**config.mk**
```make
export PLATFORM = sky130hd
export DESIGN_NAME = turn_step_sequencer
export DESIGN_NICKNAME = d
export VERILOG_FILES = /design/src/rtl/tss_pkg.sv /design/src/rtl/turn_step_sequencer.sv /design/src/rtl/tss_step_calc.sv
export SDC_FILE = /design/constraint.sdc
export NUM_CORES = 1
export LEC_CHECK = 0
export ABC_AREA = 1
export ABC_CLOCK_PERIOD_IN_PS = 11030
export BUFFER_PORTS_ARGS = -buffer_cell sky130_fd_sc_hd__clkbuf_2
export CAP_MARGIN = 20
export CORE_UTILIZATION = 59
export CTS_CLUSTER_DIAMETER = 100
export CTS_CLUSTER_SIZE = 20
export DETAILED_ROUTE_END_ITERATION = 7
export GPL_TIMING_DRIVEN = 0
export PLACE_DENSITY = 0.79
export SLEW_MARGIN = 15
export SYNTH_ARGS = -nofsm -noshare
export SYNTH_HDL_FRONTEND = slang
export SYNTH_SLANG_ARGS = --single-unit
```
**constraint.sdc**
```tcl
create_clock -name clk -period 11.03 [get_ports clk]
set_input_delay 0.5515 -clock clk [delete_from_list [all_inputs] [get_ports clk]]
set_output_delay 0.5515 -clock clk [all_outputs]
set_load 0.02 [all_outputs]
```
**src/rtl/tss_pkg.sv**
```systemverilog
// ----------------------------------------------------------------------------
// tss_pkg
// shared types and constants of the turn step sequencer
// ----------------------------------------------------------------------------
package tss_pkg;

  // angle limits in 1/16 degree
  localparam int HALF_TURN = 2880;
  localparam int FULL_TURN = 5760;

  // band upper limits on the folded magnitude, 1/16 degree
  localparam int BAND1_MAX = 256;
  localparam int BAND2_MAX = 768;
  localparam int BAND3_MAX = 1536;
  localparam int BAND4_MAX = 2304;

  // reciprocals for exact division by 3 and 9 of values below 2^18
  localparam int RECIP_SHIFT = 21;
  localparam logic [19:0] RECIP_3 = 20'd699051;
  localparam logic [19:0] RECIP_9 = 20'd233017;

  // yaw output range, 1/256 degree
  localparam int YAW_MAX = 16383;
  localparam int YAW_MIN = -16384;

  // band of the folded magnitude; band k has k+1 fractions
  typedef enum logic [2:0] {
    BAND_1 = 3'd0,   // divisor 2
    BAND_2 = 3'd1,   // divisor 6
    BAND_3 = 3'd2,   // divisor 12
    BAND_4 = 3'd3,   // divisor 18
    BAND_5 = 3'd4    // divisor 24
  } tss_band_t;

  // per-turn context held by the sequencer
  typedef struct packed {
    logic               zero;     // zero angle: two plain zero steps
    logic               dir_neg;  // direction after folding is negative
    tss_band_t          band;
    logic signed [12:0] mag;      // folded magnitude, 1/16 degree
    logic signed [17:0] te_d;     // turning error times band divisor
  } tss_ctx_t;

endpackage

```
**src/rtl/turn_step_sequencer.sv**
```systemverilog
// ----------------------------------------------------------------------------
// turn_step_sequencer
// expands a requested turn angle into a walking robot's yaw step sequence
// ----------------------------------------------------------------------------
// usage:
//   in_*  : one turn request per item, in_turn_angle in 1/16 degree
//   out_* : one yaw step per item, out_last marks the closing zero step
//   cfg_* : writes the yaw bias (1/256 degree); always ready, write only
//           while no turn is in flight
// a turn of n fractions (n = 1..5 by band) gives 2n+1 steps, a zero angle
// gives two zero steps, so one request yields 2 to 11 output steps
// a request's first step passes the input register, then the step
// sequencer feeding the output register
// throughput: one step per cycle while the receiver keeps up, set by the step
// index counter walking the sequence; the input register takes the next
// request while the current one is still being stepped out
// a stalled receiver holds the output register, the sequencer waits and
// the input register fills, then in_ready drops
// reset clears all valids, the foot flag (left foot) and the yaw bias
// ----------------------------------------------------------------------------
module turn_step_sequencer
  import tss_pkg::*;
(
  input  logic                clk,
  input  logic                rst_n,
  // turn requests
  input  logic                in_valid,
  output logic                in_ready,
  input  logic signed [13:0]  in_turn_angle,
  // yaw steps
  output logic                out_valid,
  input  logic                out_ready,
  output logic signed [14:0]  out_yaw_step,
  output logic                out_step_is_right,
  output logic                out_last,
  // yaw bias register
  input  logic                cfg_valid,
  output logic                cfg_ready,
  input  logic signed [12:0]  cfg_yaw_bias
);

  // config
  logic signed [12:0] te_r;

  // input register
  logic               in_v_r;
  logic signed [13:0] in_angle_r;

  // sequencer
  logic               seq_v_r;
  tss_ctx_t           ctx_r;
  tss_ctx_t           ctx_new;
  logic [3:0]         k_r;
  logic               foot_r;

  // output register
  logic               out_v_r;
  logic signed [14:0] out_yaw_r;
  logic               out_right_r;
  logic               out_last_r;

  // handshake and control
  logic               out_adv;
  logic               step_fire;
  logic               step_last;
  logic               seq_free;
  logic               load;
  logic               in_accept;
  logic signed [14:0] step_yaw;

  // request decode
  logic signed [14:0] a_ext;
  logic signed [14:0] abs_a;
  logic               fold;
  logic signed [14:0] mag_w;
  logic signed [17:0] te_ext;

  // config writes are always taken
  assign cfg_ready = 1'b1;

  always_ff @(posedge clk) begin
    if (!rst_n) begin
      te_r <= '0;
    end else if (cfg_valid) begin
      te_r <= cfg_yaw_bias;
    end
  end

  // output register frees when empty or being taken
  assign out_adv   = !out_v_r || out_ready;
  assign step_fire = seq_v_r && out_adv;
  assign seq_free  = !seq_v_r || (step_fire && step_last);
  assign load      = in_v_r && seq_free;
  assign in_ready  = !in_v_r || load;
  assign in_accept = in_valid && in_ready;

  always_ff @(posedge clk) begin
    if (!rst_n) begin
      in_v_r <= 1'b0;
    end else if (in_accept) begin
      in_v_r <= 1'b1;
    end else if (load) begin
      in_v_r <= 1'b0;
    end
  end

  always_ff @(posedge clk) begin
    if (in_accept) begin
      in_angle_r <= in_turn_angle;
    end
  end

  // fold the angle the short way and pick the band
  always_comb begin
    a_ext = 15'(in_angle_r);
    abs_a = in_angle_r[13] ? -a_ext : a_ext;
    fold  = abs_a > 15'(HALF_TURN);
    mag_w = fold ? 15'(FULL_TURN) - abs_a : abs_a;

    ctx_new.zero    = (in_angle_r == 14'sd0);
    ctx_new.dir_neg = in_angle_r[13] ^ fold;
    ctx_new.mag     = mag_w[12:0];

    priority if (ctx_new.mag <= 13'(BAND1_MAX)) begin
      ctx_new.band = BAND_1;
    end else if (ctx_new.mag <= 13'(BAND2_MAX)) begin
      ctx_new.band = BAND_2;
    end else if (ctx_new.mag <= 13'(BAND3_MAX)) begin
      ctx_new.band = BAND_3;
    end else if (ctx_new.mag <= 13'(BAND4_MAX)) begin
      ctx_new.band = BAND_4;
    end else begin
      ctx_new.band = BAND_5;
    end

    // turning error scaled by the band divisor, as shift-adds
    te_ext = 18'(te_r);
    unique case (ctx_new.band)
      BAND_1:  ctx_new.te_d = te_ext <<< 1;
      BAND_2:  ctx_new.te_d = (te_ext <<< 2) + (te_ext <<< 1);
      BAND_3:  ctx_new.te_d = (te_ext <<< 3) + (te_ext <<< 2);
      BAND_4:  ctx_new.te_d = (te_ext <<< 4) + (te_ext <<< 1);
      BAND_5:  ctx_new.te_d = (te_ext <<< 4) + (te_ext <<< 3);
      default: ctx_new.te_d = te_ext <<< 1;
    endcase
  end

  // step sequencer
  always_ff @(posedge clk) begin
    if (!rst_n) begin
      seq_v_r <= 1'b0;
      k_r     <= '0;
    end else if (load) begin
      seq_v_r <= 1'b1;
      k_r     <= '0;
    end else if (step_fire && step_last) begin
      seq_v_r <= 1'b0;
    end else if (step_fire) begin
      k_r <= k_r + 4'd1;
    end
  end

  always_ff @(posedge clk) begin
    if (load) begin
      ctx_r <= ctx_new;
    end
  end

  tss_step_calc u_calc (
    .ctx      (ctx_r),
    .step_idx (k_r),
    .yaw_step (step_yaw),
    .is_last  (step_last)
  );

  // foot flag toggles once per emitted step
  always_ff @(posedge clk) begin
    if (!rst_n) begin
      foot_r  <= 1'b0;
      out_v_r <= 1'b0;
    end else if (step_fire) begin
      foot_r  <= ~foot_r;
      out_v_r <= 1'b1;
    end else if (out_ready) begin
      out_v_r <= 1'b0;
    end
  end

  always_ff @(posedge clk) begin
    if (step_fire) begin
      out_yaw_r   <= step_yaw;
      out_right_r <= ~foot_r;
      out_last_r  <= step_last;
    end
  end

  assign out_valid         = out_v_r;
  assign out_yaw_step      = out_yaw_r;
  assign out_step_is_right = out_right_r;
  assign out_last          = out_last_r;

endmodule

```
**src/rtl/tss_step_calc.sv**
```systemverilog
// ----------------------------------------------------------------------------
// tss_step_calc
// yaw of one step of a turn sequence from the turn context and step index
// ----------------------------------------------------------------------------
module tss_step_calc
  import tss_pkg::*;
(
  input  tss_ctx_t            ctx,
  input  logic [3:0]          step_idx,
  output logic signed [14:0]  yaw_step,
  output logic                is_last
);

  logic [2:0]         nfrac;
  logic [3:0]         last_idx;
  logic [3:0]         frac_idx;
  logic signed [16:0] m16;
  logic signed [19:0] m16_ext;
  logic signed [19:0] cm;
  logic signed [19:0] num;
  logic [19:0]        absn_w;
  logic [17:0]        absn;
  logic [17:0]        y;
  logic [19:0]        recip;
  logic [37:0]        prod;
  logic [16:0]        q;
  logic               res_neg;
  logic signed [17:0] yaw_full;
  logic signed [14:0] yaw_sat;

  always_comb begin
    nfrac    = 3'(ctx.band) + 3'd1;
    last_idx = {nfrac, 1'b0};
    // rising through the fractions, then falling back
    if (step_idx < {1'b0, nfrac}) begin
      frac_idx = step_idx;
    end else begin
      frac_idx = last_idx - 4'd1 - step_idx;
    end
    is_last = ctx.zero ? (step_idx == 4'd1) : (step_idx == last_idx);

    m16     = $signed({ctx.mag, 4'b0000});
    m16_ext = 20'(m16);
    unique case (frac_idx)
      4'd0:    cm = m16_ext;
      4'd1:    cm = m16_ext <<< 1;
      default: cm = (m16_ext <<< 1) + m16_ext;
    endcase
    num     = cm + 20'(ctx.te_d);
    absn_w  = num[19] ? 20'(-num) : 20'(num);
    absn    = absn_w[17:0];

    // divide magnitude by the band divisor: shift, then 1/3 or 1/9 (band 1: shift only)
    unique case (ctx.band)
      BAND_1:  begin y = absn;      recip = RECIP_3; end
      BAND_2:  begin y = absn >> 1; recip = RECIP_3; end
      BAND_3:  begin y = absn >> 2; recip = RECIP_3; end
      BAND_4:  begin y = absn >> 1; recip = RECIP_9; end
      BAND_5:  begin y = absn >> 3; recip = RECIP_3; end
      default: begin y = absn >> 1; recip = RECIP_3; end
    endcase
    prod = 38'(y) * 38'(recip);
    if (ctx.band == BAND_1) begin
      q = absn[17:1];
    end else begin
      q = prod[37:RECIP_SHIFT];
    end

    res_neg  = num[19] ^ ctx.dir_neg;
    yaw_full = res_neg ? -$signed({1'b0, q}) : $signed({1'b0, q});
    if (yaw_full > 18'(YAW_MAX)) begin
      yaw_sat = 15'(YAW_MAX);
    end else if (yaw_full < 18'(YAW_MIN)) begin
      yaw_sat = 15'(YAW_MIN);
    end else begin
      yaw_sat = yaw_full[14:0];
    end

    yaw_step = (ctx.zero || is_last) ? 15'sd0 : yaw_sat;
  end

endmodule

```
Yosys cells after proc, flatten, opt, wreduce, memory -nomap -nowiden
Cells that the tools add are included.
{"block": "totals", "regBits": 88, "inputBits": 32, "out_inout_bits": 20, "wordCells": 97}
{"block": "op_classes", "addsub": 14, "n_mul": 1, "order_cmp": 8, "eq_ne": 10, "mux": 23, "bitwise": 5, "reduce_logical": 20}
{"operator": "$pmux 18 s4", "n": 1}
{"operator": "$pmux 18 s3", "n": 1}
{"operator": "$pmux 20 s2", "n": 1}
{"operator": "$mul 18x20->38", "n": 1}
{"operator": "$mux 18", "n": 2}
{"operator": "$mux 15", "n": 2}
{"operator": "$add 20x18->20", "n": 1}
{"operator": "$mux 20", "n": 1}
{"operator": "$add 18x17->19", "n": 1}
{"operator": "$add 17x14->18", "n": 1}
{"operator": "$add 17x16->18", "n": 1}
{"operator": "$gt 18x15->1 const B", "n": 1}
{"operator": "$lt 18x15->1 const B", "n": 1}
{"operator": "$neg 17->18", "n": 1}
{"operator": "$neg 18->18", "n": 1}
{"operator": "$add 16x15->17", "n": 1}
{"operator": "$mux 17", "n": 1}
{"operator": "$add 15x14->16", "n": 1}
{"operator": "$gt 15x13->1 const B", "n": 1}
{"operator": "$neg 14->15", "n": 1}
{"operator": "$logic_not 14->1", "n": 1}
{"operator": "$mux 14", "n": 1}
{"operator": "$le 13x10->1 const B", "n": 1}
{"operator": "$le 13x11->1 const B", "n": 1}
{"operator": "27 further kinds", "n": 55}

Longest topological paths before layout
{"block": "depth", "depth_word": 17, "mapped_depth": 73, "depth_no_buf": 71}

Modules after synthesis
Synthesis repeated with hierarchy kept, for this count alone.
{"block": "hier_totals", "hier_cells": 2385, "hier_area_um2": 16808.6}
{"mod": "tss_step_calc", "instances": 1, "cells_per_inst": 1691, "area_per_inst_um2": 11192.0, "seq_area_each_um2": 0.0}
{"mod": "turn_step_sequencer", "instances": 1, "cells_per_inst": 694, "area_per_inst_um2": 5616.6, "seq_area_each_um2": 2402.3}

Least setup slack after synthesis
Ideal clock, no wire load.
{"block": "synth_path", "path_type": "register to register", "startpoint": "register ctx_r[31] (netlist bit)", "endpoint": "register out_yaw_r[14] (netlist: out_yaw_step[14]) (data pin)", "setup_time_ns": 0.257, "arrival_time_ns": 10.185, "required_time_ns": 10.773, "slack_ns": 0.587, "stages_incl_launch_ff": 62, "n_path_buf": 1, "period_less_slack_ns": 10.443, "cell_sequence": "edfxtp_1 -> ha_1 -> ha_1 -> ha_1 -> inv_1 -> nor2_1 -> nor3_1 -> o21ai_0 -> nand2_1 -> nor2_1 -> a221oi_1 -> inv_1 -> fa_1 -> inv_1 -> nand3_1 -> nand2_1 -> nand2_1 -> nand2_1 -> [... 26 more ...] -> nand3_1 -> nand2_1 -> nand3_1 -> nand2_1 -> inv_1 -> ha_1 -> nand3_1 -> nor2_2 -> nand3_2 -> o21ai_2 -> nand2_1 -> nand2_1 -> nand2_2 -> nor2_1 -> nand2_1 -> nand2_2 -> buf_6 -> a21oi_1"}
{"block": "synth_via", "elab_chain_cells": 16, "word_cells_on_any_way": 29, "cone_classes": "add/sub: 6; mul: 1; order compare: 3; eq/ne: 5; mux: 9; bitwise: 1; reduce/logical: 4"}
{"item": "start, declared", "line": "turn_step_sequencer.sv:51", "rtl": "tss_ctx_t ctx_r;"}
{"item": "start signal, assigned", "line": "turn_step_sequencer.sv:165", "rtl": "ctx_r <= ctx_new;"}
{"item": "$add 3x1->3", "line": "tss_step_calc.sv:32", "rtl": "nfrac = 3'(ctx.band) + 3'd1;"}
{"item": "$sub 4x1->4", "line": "tss_step_calc.sv:38", "rtl": "frac_idx = last_idx - 4'd1 - step_idx;"}
{"item": "$sub 4x4->4", "line": "tss_step_calc.sv:38"}
{"item": "$mux 4", "line": "tss_step_calc.sv:35", "rtl": "if (step_idx < {1'b0, nfrac}) begin"}
{"item": "$eq 4x1->1 or $logic_not 4->1 (tied branches)", "line": "tss_step_calc.sv:44", "rtl": "unique case (frac_idx)"}
{"item": "$pmux 20 s2", "line": "tss_step_calc.sv:44"}
{"item": "$add 20x18->20", "line": "tss_step_calc.sv:49", "rtl": "num = cm + 20'(ctx.te_d);"}
{"item": "$neg 18->18", "line": "tss_step_calc.sv:50", "rtl": "absn_w = num[19] ? 20'(-num) : 20'(num);"}
{"item": "$mux 18", "line": "tss_step_calc.sv:50"}
{"item": "$pmux 18 s3", "line": "tss_step_calc.sv:54", "rtl": "unique case (ctx.band)"}
{"item": "$mul 18x20->38", "line": "tss_step_calc.sv:62", "rtl": "prod = 38'(y) * 38'(recip);"}
{"item": "$mux 17", "line": "tss_step_calc.sv:63", "rtl": "if (ctx.band == BAND_1) begin"}
{"item": "$neg 17->18", "line": "tss_step_calc.sv:70", "rtl": "yaw_full = res_neg ? -$signed({1'b0, q}) : $signed({1'b0, q});"}
{"item": "$mux 18", "line": "tss_step_calc.sv:70"}
{"item": "$lt 18x15->1 or $gt 18x15->1 (tied branches)", "line": "tss_step_calc.sv:73, tss_step_calc.sv:71"}
{"item": "$mux 15 or $reduce_or 2->1 (tied branches)"}
{"item": "end signal, assigned", "line": "turn_step_sequencer.sv:191", "rtl": "out_yaw_r <= step_yaw;"}
{"item": "end, declared", "line": "turn_step_sequencer.sv:58", "rtl": "logic signed [14:0] out_yaw_r;"}
Parallel ways exist; a longest one is shown, timed or not.
A chain may end at the register's enable or synchronous reset.

Final worst setup path
{"block": "layout_path", "startpoint": "register ctx_r[31] (netlist bit)", "endpoint": "register out_yaw_r[5] (netlist: out_yaw_step[5]) (data pin)"}
{"block": "layout_via", "elab_chain_cells": 17, "word_cells_on_any_way": 29, "cone_classes": "add/sub: 6; mul: 1; order compare: 3; eq/ne: 5; mux: 10; bitwise: 1; reduce/logical: 3"}
{"item": "$add 3x1->3", "line": "tss_step_calc.sv:32"}
{"item": "$sub 4x1->4", "line": "tss_step_calc.sv:38"}
{"item": "$sub 4x4->4", "line": "tss_step_calc.sv:38"}
{"item": "$mux 4", "line": "tss_step_calc.sv:35"}
{"item": "$eq 4x1->1 or $logic_not 4->1 (tied branches)", "line": "tss_step_calc.sv:44"}
{"item": "$pmux 20 s2", "line": "tss_step_calc.sv:44"}
{"item": "$add 20x18->20", "line": "tss_step_calc.sv:49"}
{"item": "$neg 18->18", "line": "tss_step_calc.sv:50"}
{"item": "$mux 18", "line": "tss_step_calc.sv:50"}
{"item": "$pmux 18 s3", "line": "tss_step_calc.sv:54"}
{"item": "$mul 18x20->38", "line": "tss_step_calc.sv:62"}
{"item": "$mux 17", "line": "tss_step_calc.sv:63"}
{"item": "$neg 17->18", "line": "tss_step_calc.sv:70"}
{"item": "$mux 18", "line": "tss_step_calc.sv:70"}
{"item": "$lt 18x15->1", "line": "tss_step_calc.sv:73", "rtl": "end else if (yaw_full < 18'(YAW_MIN)) begin"}
{"item": "$mux 15", "line": "tss_step_calc.sv:73"}
{"item": "$mux 14", "line": "tss_step_calc.sv:71", "rtl": "if (yaw_full > 18'(YAW_MAX)) begin"}
Parallel ways exist; a longest one is shown, timed or not.

==> results.py <==
metrics = {
    "layout": {
        "area_growth_pct": 23.3,
        "layout.nets": 2919,
        "n_fill_cell": 1965,
        "multi_input_area_um2": 13700,
        "drive_gt1_share_pct": 26.2,
        "antenna_cells": 0,
        "seqCellArea_um2": 2400,
        "stdcell_count": 2921,
    },
    "clocking": {
        "h-tree-depth": 3,
        "numClockSinks": 87,
        "clkLatencyLatePin_ns": 0.36,
        "cts_tree": "yes",
        "ctsLongestPathBuffers": 2,
        "path_clk_slew_ns": 0.08,
        "cts_made_buffers": 9,
        "clockRootBuffer": "clkbuf_16",
    },
    "detailed_routing": {
        "drt-met1-wl_mm": 19.3,
        "highest_layer": "met4",
        "postRouteAntennaNets": 0,
        "drt-initial-drc-count": 1315,
        "wl_met2_mm": 24.5,
        "wl_met3_mm": 2.99,
        "first_pass_iters": 6,
        "drc": 0,
        "vias": 16300,
        "wl_per_cell_um": 17.2,
        "viasPerCell": 5.58,
        "routed_wirelength_mm": 50.3,
    },
    "synthesis": {
        "netlist_top_cells_area": "fa_1 17%, ha_1 15%, nand2_1 12%, edfxtp_1 12%, inv_1 12%",
        "yosysWarnings": 0,
        "synth_edf_count": 66,
        "synth_flop_cell": "edfxtp_1",
        "synth.avg_cell_area_um2": 7.03,
        "yosysSeqAreaShare_pct": 14.5,
        "synth_fp_nets": 2729,
        "yosysTopAreaCellShare_pct": 17.1,
        "synth_cell_type_count": 57,
        "postSynth.asyncResetShare_pct": 0,
        "ys_ff_latch": 87,
        "netlist_area_um2": 16500,
        "netlist_instances": 2354,
        "yosysTopAreaCell": "fa_1",
    },
    "timing": {
        "final_max_slew_viol_count": 0,
        "fin_crit_ns": 11.42,
        "max_slew_margin_pct": 30.6,
        "grt_setup_unrepaired": "yes",
        "tightest_slew_ns": 1.04,
        "setup_viol": 15,
        "hold_ws_ns": 0.357,
        "fmax_mhz": 87.5,
        "fin_skew_ns": 0.0124,
        "hold_viol_final": 0,
        "finalCritPeriodShare_pct": 104,
        "setup_slack_ns": -0.393,
    },
    "floorplanning": {
        "die_w_um": 169,
        "rows": 60,
        "start_util_pct": 60.7,
        "die_y_um": 169,
        "design.core.area_um2": 27300,
        "dieArea_um2": 28700,
        "ios": 52,
    },
    "placed_design": {
        "placed_cells": 2778,
        "gp_congestion": 0.959,
        "hpwl_mm": 37.5,
        "io_buffers": 50,
    },
    "setup_path": {
        "cp_slowest_cell": "fa_2",
        "crit_path_start_kind": "flip-flop",
        "cp_data_required_time_ns": 11.12,
        "critPathKind": "flip-flop to flip-flop",
        "crit_arrival_ns": 11.51,
        "slowest_delay_ns": 0.61,
        "crit_path_max_fanout": 6,
        "crit_family": "adder cells",
        "end_kind": "flip-flop",
        "crit_top_cell": "inv_2",
        "path_buf_inv": 15,
    },
    "flow_run": {
        "maxCapViolations": 0,
    },
    "global_route": {
        "antenna_found_initial": 0,
        "track_usage_pct": 33.7,
        "grt_overflow": 0,
        "grt_max_degree": 32,
        "grt_pass1_wl_mm": 76.0,
        "first_global_vias": 15500,
    },
    "worst_hold_path": {
        "hold_path.class": "input pin to flip-flop",
    },
    "status": {
        "violations": "setup timing",
        "status": "finished with violations",
    },
}
-- cells in the final DEF, fill, tap and decap left out, types with 5 or more instances in the layout --
cell / synthesis / final
nand2_4: 6 / 32
fa_1: 141 / 121
xnor2_1: 17 / 15
o21ai_2: 7 / 16
nor3_1: 16 / 9
nand3_1: 150 / 114
ha_4: 0 / 25
nand3b_1: 6 / 6
nand3_4: 0 / 6
nor2_4: 4 / 25
nor2_2: 12 / 34
ha_1: 202 / 173
nand3_2: 6 / 36
fa_2: 0 / 20
o21bai_1: 11 / 8
edfxtp_1: 66 / 66
inv_2: 13 / 56
a21oi_2: 11 / 35
dfxtp_1: 21 / 21
a21oi_1: 101 / 71
nand2_2: 37 / 102
nand2_1: 545 / 454
clkbuf_16: 0 / 9
nor2_1: 215 / 172
o21ai_0: 64 / 47
clkbuf_1: 12 / 11
o21ai_1: 7 / 10
buf_6: 7 / 18
nand4_1: 24 / 24
clkbuf_2: 0 / 51
inv_1: 524 / 477
xor2_1: 45 / 45
or2_2: 5 / 5
a21oi_4: 0 / 6
buf_4: 4 / 118
o21ai_4: 2 / 7
a21o_1: 7 / 7
-- metal layers --
| layer | track usage (%) | vias up |
|---|---|---|
| met5 | 0 | - |
| met4 | 19.2 | 0 |
| met3 | 3.87 | 190 |
| met2 | 59.1 | 694 |
| met1 | 40.1 | 7684 |
| li1 | - | 7743 |
-- Yosys cell counts (12+ instances only) --
| library cell | number |
|---|---|
| a21oi_1 | 101 |
| clkbuf_1 | 12 |
| dfxtp_1 | 21 |
| edfxtp_1 | 66 |
| fa_1 | 141 |
| ha_1 | 202 |
| inv_1 | 524 |
| inv_2 | 13 |
| nand2_1 | 545 |
| nand2_2 | 37 |
| nand3_1 | 150 |
| nand4_1 | 24 |
| nor2_1 | 215 |
| nor2_2 | 12 |
| nor3_1 | 16 |
| o21ai_0 | 64 |
| xnor2_1 | 17 |
| xor2_1 | 45 |
-- metrics by stage --
step	TNS, ns	utilization [%]	area [um2]	worst slack [ns]
after floorplan	0	-	16500	0.587
after global placement	-22.20	63.3	17300	-1.53
after detailed placement	-26.69	63.5	17300	-1.83
after CTS	0	69.3	18900	0.000923
after global routing	-12.17	74.9	20400	-0.835
final	-5.69	74.9	20400	-0.393
-- registers in the layout, indices dropped and copies added (netlist names) --
| signal | flops |
|---|---|
| out_valid | 1 |
| in_v_r | 1 |
| in_angle_r | 14 |
| seq_v_r | 1 |
| ctx_r | 35 |
| out_yaw_step | 15 |
| te_r | 13 |
| out_step_is_right | 1 |
| foot_r | 1 |
| k_r | 4 |
| out_last | 1 |
-- worst paths after layout --
path | startpoint | endpoint | slack, ns | cells past startpoint
worst max-delay path | ctx_r[31] | out_yaw_step[5] | -0.39 | 66
worst min-delay path | in_turn_angle[2] | in_angle_r[2] | 0.36 | 1
worst max register to register | ctx_r[31] | out_yaw_step[5] | -0.39 | 66
worst min register to register | foot_r | foot_r | 0.50 | 2
-- cell type report --
cell class,count,share of cell area [%]
well taps,372,2.28
clock inverters,7,0.356
inverters,541,10.0
flip-flops and latches,87,11.8
repair buffers,179,6.37
clock buffers,9,1.10
multi-input cells,1696,67.0
plain buffers,30,1.08
-- cell families after synthesis --
family | after synthesis | share of synthesized area, %
simple gates | 1040 | 27.2
buf+inv | 571 | 13.6
fa+ha+maj | 343 | 32.3
compound gates | 249 | 8.97
flops | 87 | 14.5
xor+xnor | 63 | 3.45
other cells | 1 | 0.0227
-- repair_timing --
item                       in CTS  in global routing
gates resized for setup       196                277
buffers inserted               68                 59
setup endpoints to repair      15                 15
cloned                          2                  0
pin swaps                      64                162
hold buffers                    0                  0
Power is not shown: default switching activity piles up to over one toggle a cycle in this logic, so the estimate is an artifact.
